### config.mk
export PLATFORM = sky130hd
export DESIGN_NAME = uf2_block_framer_core
export DESIGN_NICKNAME = d
export VERILOG_FILES = /design/src/design/uf2bf_pkg.sv /design/src/design/uf2bf_ceil_div.sv /design/src/design/uf2_block_framer_core.sv
export SDC_FILE = /design/constraint.sdc
export NUM_CORES = 1
export LEC_CHECK = 0
export BUFFER_PORTS_ARGS = -buffer_cell sky130_fd_sc_hd__buf_4
export CAP_MARGIN = 25
export CORE_ASPECT_RATIO = 0.75
export CORE_MARGIN = 3
export CORE_UTILIZATION = 35
export DETAILED_ROUTE_END_ITERATION = 12
export PLACE_DENSITY = 0.62
export SYNTH_ARGS = -nofsm -noshare
export SYNTH_HDL_FRONTEND = slang
export SYNTH_HIERARCHICAL = 1
export SYNTH_SLANG_ARGS = --single-unit
### constraint.sdc
create_clock -name clk -period 4 [get_ports clk]
set_clock_uncertainty 0.05 [all_clocks]
set_input_delay 0.2 -clock clk [delete_from_list [all_inputs] [get_ports clk]]
set_output_delay 0.2 -clock clk [all_outputs]
set_load 0.05 [all_outputs]
### src/design/uf2bf_pkg.sv
// UF2 block framer package: block layout constants, header word codes,
// configuration register indexes and divider types. No dependencies.
`default_nettype none

package uf2bf_pkg;

	localparam logic [31:0] MAGIC_START0 = 32'h0A32_4655;
	localparam logic [31:0] MAGIC_START1 = 32'h9E5D_5157;
	localparam logic [31:0] MAGIC_END    = 32'h0AB1_6F30;
	localparam logic [31:0] FAMILY_FLAG  = 32'h0000_2000;

	// 512-byte block = 64 doublewords
	localparam int          BLOCK_WORDS  = 64;
	localparam logic [5:0]  LAST_WORD    = 6'(BLOCK_WORDS - 1);

	// header doubleword slots
	localparam logic [1:0]  HDR_MAGIC    = 2'd0;
	localparam logic [1:0]  HDR_ADDR     = 2'd1;
	localparam logic [1:0]  HDR_COUNT    = 2'd2;
	localparam logic [1:0]  HDR_FAMILY   = 2'd3;

	// configuration register indexes
	localparam logic [1:0]  CFG_BASE     = 2'd0;
	localparam logic [1:0]  CFG_LENGTH   = 2'd1;
	localparam logic [1:0]  CFG_FAM_EN   = 2'd2;
	localparam logic [1:0]  CFG_FAM_ID   = 2'd3;

	typedef logic [31:0] dividend_t;
	typedef logic [31:0] quotient_t;

endpackage

`default_nettype wire

### src/design/uf2bf_ceil_div.sv
// Block count unit: ceil(dividend / DIVISOR) by reciprocal multiplication,
// result registered in the cycle after start. Depends on uf2bf_pkg for the operand types.
`default_nettype none

module uf2bf_ceil_div
	import uf2bf_pkg::*;
#(
	parameter int DIVISOR = 256
) (
	input  wire logic      clk,
	input  wire logic      arst_n,
	input  wire logic      start,
	input  wire dividend_t dividend,
	output logic           done,
	output quotient_t      quotient
);

	// floor(n / DIVISOR) = (n * RECIP) >> (32 + SH), exact for every 32-bit n
	localparam int          SH      = $clog2(DIVISOR);
	localparam logic [63:0] RECIP_W = ((64'd1 << (32 + SH)) + 64'(DIVISOR) - 64'd1)
		/ 64'(DIVISOR);
	localparam logic [32:0] RECIP   = RECIP_W[32:0];

	logic [31:0] num;
	logic [64:0] prod;
	logic        done_q;
	quotient_t   quo_q;

	// ceil(d / DIVISOR) = floor((d - 1) / DIVISOR) + 1 for d > 0
	assign num  = dividend - 32'd1;
	assign prod = 65'(num) * 65'(RECIP);

	always_ff @(posedge clk or negedge arst_n) begin
		if (!arst_n) begin
			done_q <= 1'b0;
			quo_q  <= '0;
		end else begin
			done_q <= start;
			if (start)
				quo_q <= (dividend == '0) ? '0 : 32'(prod >> (32 + SH)) + 32'd1;
		end
	end

	assign done     = done_q;
	assign quotient = quo_q;

endmodule

`default_nettype wire

### src/design/uf2_block_framer_core.sv
// UF2 block framer top level: byte stream in, 512-byte UF2 blocks out as doublewords.
// Depends on uf2bf_pkg and uf2bf_ceil_div (block count division).
//
//  channel | dir | payload                                     | handshake
//  s_*     | in  | tdata[7:0] data_byte                        | tvalid/tready
//  m_*     | out | tdata[63:0] block_doubleword, tuser, tlast  | tvalid/tready
//  cfg_*   | in  | cfg_index, cfg_wdata[31:0]                  | cfg_we, no wait
//
// A byte goes through accept, payload count, close check and data word steps. The first
// byte of a block also goes through the block count from the reciprocal multiplier and
// the header words. Closing a block then emits the pad words and the end word.
// s_tready is high only while the sequencer is idle; m_tready low holds the sequencer.
// Reset clears framing state and loads the register defaults.
`default_nettype none

module uf2_block_framer_core
	import uf2bf_pkg::*;
#(
	parameter int PAYLOAD_BYTES = 256
) (
	input  wire logic        clk,
	input  wire logic        arst_n,
	input  wire logic        s_tvalid,
	output logic             s_tready,
	input  wire logic [7:0]  s_tdata,   // [7:0] data_byte
	output logic             m_tvalid,
	input  wire logic        m_tready,
	output logic [63:0]      m_tdata,   // [63:0] block_doubleword
	output logic [1:0]       m_tuser,   // [0] end_of_block, [1] end_of_image
	output logic             m_tlast,   // last_of_run
	input  wire logic        cfg_we,
	input  wire logic [1:0]  cfg_index,
	input  wire logic [31:0] cfg_wdata
);

	localparam int OW = $clog2(PAYLOAD_BYTES + 1);

	localparam logic [2:0] S_IDLE = 3'd0;
	localparam logic [2:0] S_CNT  = 3'd1;
	localparam logic [2:0] S_CLS  = 3'd2;
	localparam logic [2:0] S_DIV  = 3'd3;
	localparam logic [2:0] S_HDR  = 3'd4;
	localparam logic [2:0] S_DATA = 3'd5;
	localparam logic [2:0] S_PAD  = 3'd6;

	// configuration
	logic [31:0] base_q, length_q, fam_id_q;
	logic        fam_en_q;

	// framing state
	logic [2:0]    state_q;
	logic [31:0]   taken_q;
	logic [31:0]   blk_num_q;
	logic [39:0]   start_q;
	logic [OW-1:0] offset_q;
	logic [63:0]   word_q;
	logic [2:0]    cnt_q;
	logic          full_q;
	logic [5:0]    wcnt_q;
	logic          hdr_q;
	logic [OW-1:0] count_q;
	logic          close_q;
	logic          emit_q;
	logic          last_q;

	// output register
	logic        ovalid_q;
	logic [63:0] odata_q;
	logic        oeob_q, oeoi_q, olast_q;

	logic        slot;
	logic        load;
	logic        take;
	logic [31:0] remain;
	logic        close_c;
	logic        div_start;
	logic        div_done;
	quotient_t   nblocks;
	logic [63:0] hdr_word;
	logic [31:0] flags, fam;

	assign s_tready  = state_q == S_IDLE;
	assign take      = s_tvalid && s_tready && (taken_q < length_q);
	assign slot      = !ovalid_q || m_tready;
	assign load      = slot && ((state_q == S_HDR) || (state_q == S_PAD) ||
		((state_q == S_DATA) && emit_q));
	assign remain    = (start_q < {8'd0, length_q}) ? length_q - start_q[31:0] : 32'd0;
	assign close_c   = offset_q >= count_q;
	assign div_start = (state_q == S_CLS) && hdr_q;
	assign flags     = fam_en_q ? FAMILY_FLAG : 32'd0;
	assign fam       = fam_en_q ? fam_id_q : 32'd0;

	uf2bf_ceil_div #(
		.DIVISOR(PAYLOAD_BYTES)
	) u_div (
		.clk      (clk),
		.arst_n   (arst_n),
		.start    (div_start),
		.dividend (length_q),
		.done     (div_done),
		.quotient (nblocks)
	);

	always_comb begin
		case (wcnt_q[1:0])
			HDR_MAGIC:  hdr_word = {MAGIC_START1, MAGIC_START0};
			HDR_ADDR:   hdr_word = {base_q + start_q[31:0], flags};
			HDR_COUNT:  hdr_word = {blk_num_q, 32'(count_q)};
			HDR_FAMILY: hdr_word = {fam, nblocks};
			default:    hdr_word = '0;
		endcase
	end

	always_ff @(posedge clk or negedge arst_n) begin
		if (!arst_n) begin
			base_q   <= 32'h1000_0000;
			length_q <= 32'd1;
			fam_en_q <= 1'b1;
			fam_id_q <= 32'hE48B_FF56;
		end else if (cfg_we) begin
			case (cfg_index)
				CFG_BASE:   base_q   <= cfg_wdata;
				CFG_LENGTH: length_q <= cfg_wdata;
				CFG_FAM_EN: fam_en_q <= cfg_wdata[0];
				CFG_FAM_ID: fam_id_q <= cfg_wdata;
				default:    ;
			endcase
		end
	end

	always_ff @(posedge clk or negedge arst_n) begin
		if (!arst_n) begin
			state_q   <= S_IDLE;
			taken_q   <= '0;
			blk_num_q <= '0;
			start_q   <= '0;
			offset_q  <= '0;
			word_q    <= '0;
			cnt_q     <= '0;
			full_q    <= 1'b0;
			wcnt_q    <= '0;
			hdr_q     <= 1'b0;
			count_q   <= '0;
			close_q   <= 1'b0;
			emit_q    <= 1'b0;
			last_q    <= 1'b0;
			ovalid_q  <= 1'b0;
			odata_q   <= '0;
			oeob_q    <= 1'b0;
			oeoi_q    <= 1'b0;
			olast_q   <= 1'b0;
		end else begin
			if (load)
				ovalid_q <= 1'b1;
			else if (m_tready)
				ovalid_q <= 1'b0;
			case (state_q)
				S_IDLE: begin
					if (take) begin
						word_q[{cnt_q, 3'b000} +: 8] <= s_tdata;
						full_q   <= cnt_q == 3'd7;
						cnt_q    <= cnt_q + 3'd1;
						hdr_q    <= offset_q == '0;
						offset_q <= offset_q + OW'(1);
						taken_q  <= taken_q + 32'd1;
						state_q  <= S_CNT;
					end
				end
				S_CNT: begin
					count_q <= (remain > 32'(PAYLOAD_BYTES)) ? OW'(PAYLOAD_BYTES)
						: remain[OW-1:0];
					state_q <= S_CLS;
				end
				S_CLS: begin
					close_q <= close_c;
					emit_q  <= full_q || (close_c && cnt_q != 3'd0);
					// last block when (block + 1) * payload covers the length
					last_q  <= ({1'b0, start_q} + 41'(PAYLOAD_BYTES)) >= {9'd0, length_q};
					state_q <= hdr_q ? S_DIV : S_DATA;
				end
				S_DIV: begin
					if (div_done)
						state_q <= S_HDR;
				end
				S_HDR: begin
					if (slot) begin
						odata_q  <= hdr_word;
						oeob_q   <= 1'b0;
						oeoi_q   <= 1'b0;
						olast_q  <= (wcnt_q[1:0] == HDR_FAMILY) && !emit_q && !close_q;
						wcnt_q   <= wcnt_q + 6'd1;
						if (wcnt_q[1:0] == HDR_FAMILY)
							state_q <= S_DATA;
					end
				end
				S_DATA: begin
					if (!emit_q) begin
						state_q <= close_q ? S_PAD : S_IDLE;
					end else if (slot) begin
						odata_q  <= word_q;
						oeob_q   <= 1'b0;
						oeoi_q   <= 1'b0;
						olast_q  <= !close_q;
						word_q   <= '0;
						cnt_q    <= '0;
						full_q   <= 1'b0;
						wcnt_q   <= wcnt_q + 6'd1;
						state_q  <= close_q ? S_PAD : S_IDLE;
					end
				end
				S_PAD: begin
					if (slot) begin
						if (wcnt_q == LAST_WORD) begin
							odata_q   <= {MAGIC_END, 32'd0};
							oeob_q    <= 1'b1;
							oeoi_q    <= last_q;
							olast_q   <= 1'b1;
							wcnt_q    <= '0;
							blk_num_q <= blk_num_q + 32'd1;
							start_q   <= start_q + 40'(PAYLOAD_BYTES);
							offset_q  <= '0;
							state_q   <= S_IDLE;
						end else begin
							odata_q <= '0;
							oeob_q  <= 1'b0;
							oeoi_q  <= 1'b0;
							olast_q <= 1'b0;
							wcnt_q  <= wcnt_q + 6'd1;
						end
					end
				end
				default: state_q <= S_IDLE;
			endcase
		end
	end

	assign m_tvalid = ovalid_q;
	assign m_tdata  = odata_q;
	assign m_tuser  = {oeoi_q, oeob_q};
	assign m_tlast  = olast_q;

endmodule

`default_nettype wire
# Word-level counts from Yosys, hierarchy flattened
# Index checks and enable logic that the tools add are counted.
totals:
  reg_bits: 401
  elab_cells: 164
  output_inout_bits: 69
op_classes:
  n_shift: 2
  n_eq_ne: 23
  reduce_logical: 36
  magnitude_cmp: 5
  add_sub_neg: 12
  mux: 61
ops:
  columns: ["operator", "n"]
  rows:
  - ["$mux 64", 7]
  - ["$pmux 64 s4", 1]
  - ["$pmux 64 s3", 1]
  - ["$pmux 64 s2", 1]
  - ["$mux 32", 3]
  - ["$add 32x1->32 const B", 2]
  - ["$bwmux 64", 1]
  - ["$shift 8x8->64 const A", 1]
  - ["$shiftx 8x8->64", 1]
  - ["$mux 60", 1]
  - ["$add 40x9->41 const B", 1]
  - ["$ge 41x32->1", 1]
  - ["$add 40x9->40 const B", 1]
  - ["$lt 40x32->1", 1]
  - ["$mux 3", 13]
  - ["$mux 9", 4]
  - ["$add 32x32->32", 1]
  - ["$gt 32x9->1 const B", 1]
  - ["$logic_not 32->1", 1]
  - ["$lt 32x32->1", 1]
  - ["$sub 32x1->32 const B", 1]
  - ["$sub 32x32->32", 1]
  - ["$add 24x1->25 const B", 1]
  - ["$mux 6", 4]
  - ["other kinds (35)", 88]

# Longest topological paths before layout
# Gate-level depths: netlist of the first run.
logic_depth:
  depth_word: 5
  ltp_mapped: 15
  mapped_depth_nobuf: 14

# By module
# Netlist of the first run, hierarchy kept.
by_module_without_submodules:
  columns: ["module", "seq_area_each_um2", "area_per_inst_um2", "cells_each", "instances"]
  rows:
  - ["uf2_block_framer_core", 9037.4, 20773.7, 2065, 1]
  - ["uf2bf_ceil_div", 650.6, 1930.6, 224, 1]

# Least setup slack after synthesis of the first run
# Ideal clock, no wire load.
synth_path:
  path_type: "register to register"
  from: "reg state_q[1]"
  to: "reg word_q[16]"
  stages_incl_launch_ff: 10
  setup_slack_ns: 0.640
  arrival_ns: 3.189
  path_cell_list: "dfrtp_1 > clkbuf_1 > nor3_1 > nand4b_1 > a21oi_1 > o21a_1 > clkbuf_1 > clkbuf_1 > o21ai_1 > a22o_1"
synth_between:
  elab_chain_len: 5
  word_cells_on_any_way: 10
  cone_classes: "eq/ne (4); mux (1); reduce/logical (5)"
synth_rtl:
  columns: ["item", "line", "source"]
  rows:
  - ["from (decl)", "uf2_block_framer_core.sv:51", "logic [2:0] state_q;"]
  - ["from (signal assigned)", "uf2_block_framer_core.sv:179", "state_q <= hdr_q ? S_DIV : S_DATA;"]
  - ["from (signal assigned)", "uf2_block_framer_core.sv:198", "state_q <= close_q ? S_PAD : S_IDLE;"]
  - ["from (signal assigned)", "uf2_block_framer_core.sv:208", "state_q <= close_q ? S_PAD : S_IDLE;"]
  - ["$logic_not 3->1 *", "uf2_block_framer_core.sv:82", "assign s_tready = state_q == S_IDLE;"]
  - ["net s_tready", "uf2_block_framer_core.sv:24", "output logic s_tready,"]
  - ["$logic_and 1x1->1 (2 in a row)", "uf2_block_framer_core.sv:83", "assign take = s_tvalid && s_tready && (taken_q < length_q);"]
  - ["$ne 2x1->1 (no source line)", null, null]
  - ["$reduce_and 4->1 (no source line)", null, null]
  - ["to (signal, indexed assignment)", "uf2_block_framer_core.sv:160", "word_q[{cnt_q, 3'b000} +: 8] <= s_tdata;"]
  - ["to (decl)", "uf2_block_framer_core.sv:56", "logic [63:0] word_q;"]
# Mark *: on every way through the listed nets, which the timed path passes. The rest lies on a longest branch.
# A chain may end at the register's enable or synchronous reset.

# Worst setup path in the final report of the first run
layout_path:
  from: "reg start_q[11]"
  to: "reg last_q"
layout_between:
  elab_chain_len: 2
layout_rtl:
  columns: ["item", "line", "source"]
  rows:
  - ["from (decl)", "uf2_block_framer_core.sv:54", "logic [39:0] start_q;"]
  - ["from (signal assigned)", "uf2_block_framer_core.sv:220", "start_q <= start_q + 40'(PAYLOAD_BYTES);"]
  - ["$add 40x9->41", "uf2_block_framer_core.sv:178", "last_q <= ({1'b0, start_q} + 41'(PAYLOAD_BYTES)) >= {9'd0, length_q};"]
  - ["$ge 41x32->1", "uf2_block_framer_core.sv:178", null]
  - ["to (signal assigned)", "uf2_block_framer_core.sv:178", null]
  - ["to (decl)", "uf2_block_framer_core.sv:64", "logic last_q;"]
# Every way passes these cells.

==> implementation parameters, run 1 <==
Parameter                              Value

Timing
  Worst slack on hold paths ... 90.5 ps
  Worst-margin pin slew ... 1010 ps
  RSZ-0062 raised after global routing ... true
  Relative max-transition margin ... 0.326
  Final setup margin ... approximately 210 ps
  Final number of hold-violating endpoints ... 0
  Final total negative setup slack ... 0 ps
  Final Max Slew Viols ... 0
  Period utilisation layout ... 0.947
  Count of endpoints failing setup in the final report ... 0
  Time the worst path needs with I/O delays and setup ... 3790 ps
  Achievable frequency ... 264 MHz

Critical path
  Peak per-stage delay on the critical path ... 510 ps
  Cell family with most CP delay ... compound AO/OA/AOI/OAI gates
  Buffers and inverters on the worst path ... 0
  Total stage count of the critical path ... 14
  Required time at the endpoint of the critical path ... about 4400 ps
  Crit. End Element ... register
  Arrival @ worst endpoint ... 4170 ps
  Start-to-end type of the worst setup path ... register to register
  Nature of the critical path startpoint ... register
  Cell repeated most along the worst path ... sky130_fd_sc_hd__a21o_1
  Critical-path cell list ... and4_2 -> nand4_1 -> nor3_1 -> xnor2_1 -> ha_1 -> a21o_1 -> a21o_1 -> a21o_1 -> a21o_1 -> a21o_1 -> a21o_1 -> a221oi_1 -> o211a_1 -> o21ai_1
  Length in cells of the worst reg-to-reg path ... 14
  Highest net fanout along the worst path ... 8
  Cell type of the slowest stage on the worst timing path ... sky130_fd_sc_hd__dfrtp_1

Global routing
  Maximum number of pins on one net before global-route repair ... 104
  Global route total overflow ... 0
  First-pass GRT wire length ... 121000 µm
  Via count of the first global-routing pass ... 18.9k
  Antenna violations before repair ... 5
  Total global routing track utilization ... 0.231

Synthesis
  Netlist Area Pre-Place ... roughly 23000 µm²
  Share of the synthesized netlist area taken by xor and xnor gates ... 0.0660
  Fraction of the mapped netlist area in compound gates ... 0.171
  Cell taking the most area after synthesis ... sky130_fd_sc_hd__dfrtp_1
  Dominant combinational cell family by area after synthesis ... compound AO/OA/AOI/OAI gates
  Synthesized flop and latch total ... 386
  Number of instances in the synthesized netlist ... 2289
  Number of synthesis warnings ... 6
  Number of enable-type register cells in the synthesized netlist ... 0
  Basic-gate share of the synthesized area counting and, or, nand and nor cells ... 0.159
  Mean area per synthesized cell ... 9.92 µm²
  Fraction of the mapped netlist area in adder cells ... 0.0850
  Number of distinct library cells after synthesis ... 102
  Fraction of synthesized cell area taken by the top area cell type ... 0.400
  Top_reg_cell synth ... sky130_fd_sc_hd__dfrtp_1
  Largest cells by area after synthesis ... sky130_fd_sc_hd__dfrtp_1, sky130_fd_sc_hd__ha_1, sky130_fd_sc_hd__xnor2_1, sky130_fd_sc_hd__mux2_2, sky130_fd_sc_hd__a22o_1
  Mux share of post-synthesis cell area ... 0.0517
  Async set-reset flop share out of synthesis ... 1.00
  Share of synthesized area occupied by flip-flops and latches ... 0.427

Hold path
  Cell depth of the worst min-delay path ... 4
  Worst Hold Class ... primary input to register

Clock tree
  Clock sink count ... 386
  Latest clock arrival within the worst-skew pair ... 570 ps
  H-tree Lvls ... 2
  Clock Root Buffer ... sky130_fd_sc_hd__clkbuf_16
  TritonCTS Buffers ... between 40 and 50
  Clock transition time at the flip-flop clock pins of the worst setup and hold paths ... 60 ps
  Maximum root-to-sink buffer count ... 3
  Clock tree from TritonCTS ... built

Power and ir drop
  Switching Share ... 0.425
  Clk pwr share ... 0.241
  Reported net switching power ... 0.00711 W
  Peak supply drop ... 0.000464 V
  Leakage ... 12.0 nW
  Fraction of power consumed by sequential logic ... 0.334
  Cell Int Power ... 0.00961 W
  Combinational share of power ... 0.425
  Power Density ... 625 nW/µm²

Floorplanning
  Vert. Die Dim ... 227 µm
  DIE WIDTH ... 300 µm
  Total core area ... 63900 µm²
  I/O pin count ... about 120
  Full die area ... 68000 µm²
  Number of placement rows ... 80
  Starting Density ... 0.356

Detailed routing
  Final wirelength ... between 70000 and 80000 µm
  Vias/cell ... 5.83
  Number of design rule violations left after detail routing ... 0
  DR WL/cell ... 23.5 µm
  Post-route ant nets ... 0
  Detailed router's first-iteration violation count ... 2229
  Count of TritonRoute iterations in the first routing pass ... 7
  Routed via count ... between 15k and 20k

Layout
  Area overhead of the layout relative to synthesis ... 17.8%
  Final layout net count ... 2657
  Commonest non-fill, non-tap cell in the layout ... sky130_fd_sc_hd__dfrtp_1
  Multi-input combinational cell area ... 12200 µm²
  Fillers ... 6256
  Layout cells sized above 1 ... 0.178
  Highest-count cells in the layout ignoring fill and taps ... sky130_fd_sc_hd__dfrtp_1, sky130_fd_sc_hd__buf_4, sky130_fd_sc_hd__nand2_1, sky130_fd_sc_hd__nor2_1, sky130_fd_sc_hd__ha_1
  Area used by sequential logic in the layout ... 9690 µm²

Status
  Run status ... finished clean

Placement
  RePlAce Congestion ... 0.932
  Worst slack, placed ... 168 ps
  Number of port buffers ... 115
  HPWL reported at the end of detailed placement ... 60400 µm

Run
  Max-Cap Viols ... 0
kinds of logic after synthesis:
group                    after synthesis
multiplexers                         105
adder cells (fa/ha/maj)              153
buffers and inverters                224
other                                  1
flip-flops                           386
XOR/XNOR                             171
AND/OR/NAND/NOR                      708
AO/OA/AOI/OAI                        541
metal layers:
layer / routed length, µm / GRT usage / up-vias
met5: 0 / 0 / -
met4: 1370 / 0.0448 / 0
met3: 7290 / 0.0482 / 100
met2: 32500 / 0.330 / 868
met1: 37600 / 0.357 / 9843
li1: - / - / 8700
tightest hold or removal path, stage by stage:
cell and delay (ps):
sky130_fd_sc_hd__buf_4 120, sky130_fd_sc_hd__nand2_1 70, sky130_fd_sc_hd__nor2_1 50, sky130_fd_sc_hd__mux2_2 220
synthesized netlist by cell type (all sizes together) (6+ instances only):
cell type  count
dfstp         23
nand4         56
xnor2        133
nand2        176
nand2b        14
nor3b          6
a31oi         17
nor4          36
inv           95
a221o          7
o31ai          8
or4           10
xor2          38
clkbuf        85
nor3          45
nor2b         10
a211oi         9
o21bai         9
a222oi        18
a22o          80
and2           9
o21a           7
o22ai          7
buf           43
dfrtp        363
a2111oi       10
ha           151
o21ai         90
or3           10
nand3         88
nor2         172
a21oi        127
a21o          46
and4          11
nand3b         7
o211ai         7
and3          40
mux2          98
a221oi        45
mux2i          7
cell type report:
type	instances	share of cell area
tap	861	0.0403
clock buffer	59	0.0447
clock inverter	14	0.00744
antenna	1	0.0000936
inverter	96	0.0135
timing repair buffer	247	0.0771
sequential	386	0.362
multi-input combinational	1685	0.455
per-stage QoR:
stage / area (µm²) / utilization / instances / power [W]
after floorplan: 22700 / - / 2295 / 0.0100
after global placement: 24900 / 0.389 / 3232 / 0.0125
after detailed placement: 24900 / 0.389 / 3232 / 0.0126
after CTS: 26700 / 0.418 / 3347 / 0.0167
after global routing: 26700 / 0.419 / 3348 / 0.0176
final: 26700 / 0.419 / 3349 / 0.0167
final timing paths:
path                               start  slack [ps]             to
hold reg to reg            blk_num_q[31]         430  blk_num_q[31]
setup reg to reg             start_q[11]         210         last_q
max in group asynchronous         arst_n        2730     word_q[23]
setup / recovery             start_q[11]         210         last_q
hold / removal                    cfg_we          90       fam_en_q
min in group asynchronous         arst_n         130   length_q[14]
flip-flops by register name, summed over array words and instances (netlist names), 25 cells and up:
register	cells
base_q	32
blk_num_q	32
fam_id_q	32
length_q	32
m_tdata	64
start_q	32
taken_q	32
u_div/quotient	25
word_q	64
repair_timing:
action	CTS	global route
hold buffers	42	0
setup endpoints to repair	0	9
hold endpoints to repair	233	0
resized for setup	0	4
setup buffers	0	0
power by group through the flow:
stage	registers, W	clock network (W)	logic (W)
finish	0.00558	0.00402	0.00711
detailed placement	0.00563	0	0.00698
global placement	0.00559	0	0.00690
CTS	0.00557	0.00409	0.00703
global route	0.00568	0.00424	0.00770
floorplan	0.00646	0	0.00355
Power figures use the tool's default switching activity.
==> run 2: changes to the inputs <==
--- a/config.mk
+++ b/config.mk
@@ -7,7 +7,7 @@
 export LEC_CHECK = 0
 export BUFFER_PORTS_ARGS = -buffer_cell sky130_fd_sc_hd__buf_4
 export CAP_MARGIN = 25
-export CORE_ASPECT_RATIO = 0.75
+export CORE_ASPECT_RATIO = 0.8
 export CORE_MARGIN = 3
 export CORE_UTILIZATION = 35
 export DETAILED_ROUTE_END_ITERATION = 12
==> implementation parameters, run 2 (synthesis gave the netlist of run 1 again) <==
Parameter                              Value

Floorplanning
  I/O pin count ... 116 (unchanged)
  Full die area ... 68000 µm² (about the same)
  Total core area ... 63400 µm² (was 63900 µm²)
  DIE WIDTH ... 291 µm (was 300 µm)
  Number of placement rows ... 82 (was 80)
  Vert. Die Dim ... 234 µm (was 227 µm)
  Starting Density ... 0.358 (was 0.356)

Power and ir drop
  Peak supply drop ... 0.000388 V (was 0.000464 V)
  Cell Int Power ... 0.00964 W (was 0.00961 W)
  Switching Share ... 0.428 (was 0.425)
  Fraction of power consumed by sequential logic ... 0.329 (was 0.334)
  Leakage ... 12.0 nW (about the same)
  Combinational share of power ... 0.425 (about the same)
  Clk pwr share ... 0.246 (was 0.241)
  Reported net switching power ... 0.00722 W (was 0.00711 W)
  Power Density ... 632 nW/µm² (was 625 nW/µm²)

Layout
  Layout cells sized above 1 ... 0.176 (was 0.178)
  Fillers ... 6189 (was 6256)
  Final layout net count ... 2653 (was 2657)
  Area overhead of the layout relative to synthesis ... 17.5% (was 17.8%)
  Highest-count cells in the layout ignoring fill and taps ... sky130_fd_sc_hd__dfrtp_1, sky130_fd_sc_hd__buf_4, sky130_fd_sc_hd__nand2_1, sky130_fd_sc_hd__nor2_1, sky130_fd_sc_hd__ha_1 (unchanged)
  Commonest non-fill, non-tap cell in the layout ... sky130_fd_sc_hd__dfrtp_1 (unchanged)
  Diodes inserted ... 0 (was 1)
  Util after Layout ... 0.421 (was 0.419)

Clock tree
  Maximum root-to-sink buffer count ... 3 (unchanged)
  Clock Root Buffer ... sky130_fd_sc_hd__clkbuf_16 (unchanged)
  TritonCTS Buffers ... 41 (unchanged)
  Latest clock arrival within the worst-skew pair ... 600 ps (was 570 ps)
  Clock tree from TritonCTS ... built (unchanged)
  Clock sink count ... 386 (unchanged)
  Clock transition time at the flip-flop clock pins of the worst setup and hold paths ... 60 ps (about the same)
  H-tree Lvls ... 2 (unchanged)
  Post-CTS setup buffer count ... 0 (unchanged)

Critical path
  Start-to-end type of the worst setup path ... register to register (unchanged)
  Highest net fanout along the worst path ... 8 (unchanged)
  Nature of the critical path startpoint ... register (unchanged)
  Peak per-stage delay on the critical path ... 530 ps (was 510 ps)
  Arrival @ worst endpoint ... 4210 ps (was 4170 ps)
  Critical-path cell list ... and4_2 -> nand4_1 -> nor3_1 -> xnor2_1 -> ha_1 -> a21o_1 -> a21o_1 -> a21o_1 -> a21o_1 -> a21o_1 -> a21o_1 -> a221oi_1 -> o211a_1 -> o21ai_1 (unchanged)
  Required time at the endpoint of the critical path ... 4400 ps (was 4380 ps)
  Crit. End Element ... register (unchanged)
  Cell type of the slowest stage on the worst timing path ... sky130_fd_sc_hd__dfrtp_1 (unchanged)
  Cell repeated most along the worst path ... sky130_fd_sc_hd__a21o_1 (unchanged)
  Buffers and inverters on the worst path ... 0 (unchanged)
  Cell family with most CP delay ... compound AO/OA/AOI/OAI gates (unchanged)

Placement
  RePlAce Congestion ... 0.990 (was 0.932)
  Number of port buffers ... 115 (unchanged)
  HPWL reported at the end of detailed placement ... 57900 µm (was 60400 µm)

Timing
  Worst-margin pin slew ... 1060 ps (was 1010 ps)
  Relative max-transition margin ... 0.295 (was 0.326)
  RSZ-0062 raised after global routing ... false (was true)
  Final number of hold-violating endpoints ... 0 (unchanged)
  Period utilisation layout ... 0.953 (was 0.947)
  Time the worst path needs with I/O delays and setup ... 3810 ps (was 3790 ps)
  Achievable frequency ... 262 MHz (was 264 MHz)
  Final total negative setup slack ... 0 ps (unchanged)
  Count of endpoints failing setup in the final report ... 0 (unchanged)
  Final Max Slew Viols ... 0 (unchanged)

Hold path
  Worst Hold Class ... primary input to register (unchanged)

Detailed routing
  Routed via count ... 19.3k (was 19.5k)
  Final wirelength ... 75800 µm (was 78700 µm)
  Vias/cell ... 5.81 (was 5.83)
  Count of TritonRoute iterations in the first routing pass ... 8 (was 7)
  Met3 routed wirelength ... 7110 µm (was 7290 µm)
  DR WL/cell ... 22.8 µm (was 23.5 µm)
  Routed wl met2 ... 32300 µm (was 32500 µm)
  Detailed router's first-iteration violation count ... 2338 (was 2229)
  Topmost layer with routed signal wires ... met4 (unchanged)
  Post-route ant nets ... 0 (unchanged)
  Number of design rule violations left after detail routing ... 0 (unchanged)
  Met1 routed wirelength after detailed routing ... 34900 µm (was 37600 µm)

Run
  Max-Cap Viols ... 0 (unchanged)

Global routing
  Antenna violations before repair ... 3 (was 5)
  First-pass GRT wire length ... 117000 µm (was 121000 µm)
  Total global routing track utilization ... 0.221 (was 0.231)
  Global route total overflow ... 0 (unchanged)
  Via count of the first global-routing pass ... 18.8k (was 18.9k)
  Maximum number of pins on one net before global-route repair ... 110 (was 104)

Status
  Run status ... finished clean (unchanged)
==> run 2: area by class of cell <==
type                       instances  area, µm²  area share
tap                              840       1050      0.0394
multi-input combinational       1685      12100       0.455
timing repair buffer             243       1990      0.0745
clock buffer                      59       1190      0.0448
sequential                       386       9690       0.363
inverter                          96        360      0.0135
clock inverter                    15        255     0.00957
==> run 2: final timing paths <==
| kind | start | endpoint | slack, ps | depth (start not counted) |
|---|---|---|---|---|
| min | cfg_we | fam_en_q | 40 | 4 |
| min reg2reg | m_tdata[10] | m_tdata[10] | 430 | 2 |
| max in group asynchronous | arst_n | word_q[8] | 2570 | 3 |
| max | start_q[11] | last_q | 190 | 14 |
| min in group asynchronous | arst_n | m_tdata[30] | 170 | 2 |
| max reg2reg | start_q[11] | last_q | 190 | 14 |
==> run 2: worst reg2reg max path, delay by kind of cell (launching register included) <==
family / cells / cell delay, ps
and+or+nand+nor: 3 / 810
AOI/OAI and AO/OA: 9 / 1810
DFF: 1 / 530
xor gates and xnor gates: 1 / 200
adders and majority gates: 1 / 290
==> run 2: power by group through the flow <==
stage	Combinational [W]	Sequential [W]	Clock, W
6_report	0.00716	0.00555	0.00414
3_5_place_dp	0.00702	0.00560	0
4_1_cts	0.00708	0.00554	0.00421
3_3_place_gp	0.00693	0.00557	0
2_1_floorplan	0.00355	0.00646	0
5_1_grt	0.00770	0.00566	0.00437
==> run 2: stage by stage <==
stage               hold slack [ps]  instances  area [µm²]  total power (W)  setup slack [ps]
floorplan                      -146       2295       22700           0.0100               640
global placement                277       3208       24800           0.0125               244
detailed placement              293       3208       24800           0.0126               206
CTS                            15.3       3324       26700           0.0168               181
global route                   71.8       3324       26700           0.0177              2.15
finish                         38.2       3324       26700           0.0169               190
==> run 2: what timing repair did <==
action / CTS / global route
hold buffers: 42 / 0
endpoints found under the hold margin: 263 / 0
gates resized for setup: 0 / 1
endpoints found under the setup margin: 0 / 8
==> run 2: layer usage <==
metal	up-vias	global-route usage
met5	-	0
met4	0	0.0526
met3	97	0.0512
li1	8686	-
met2	864	0.329
met1	9674	0.325
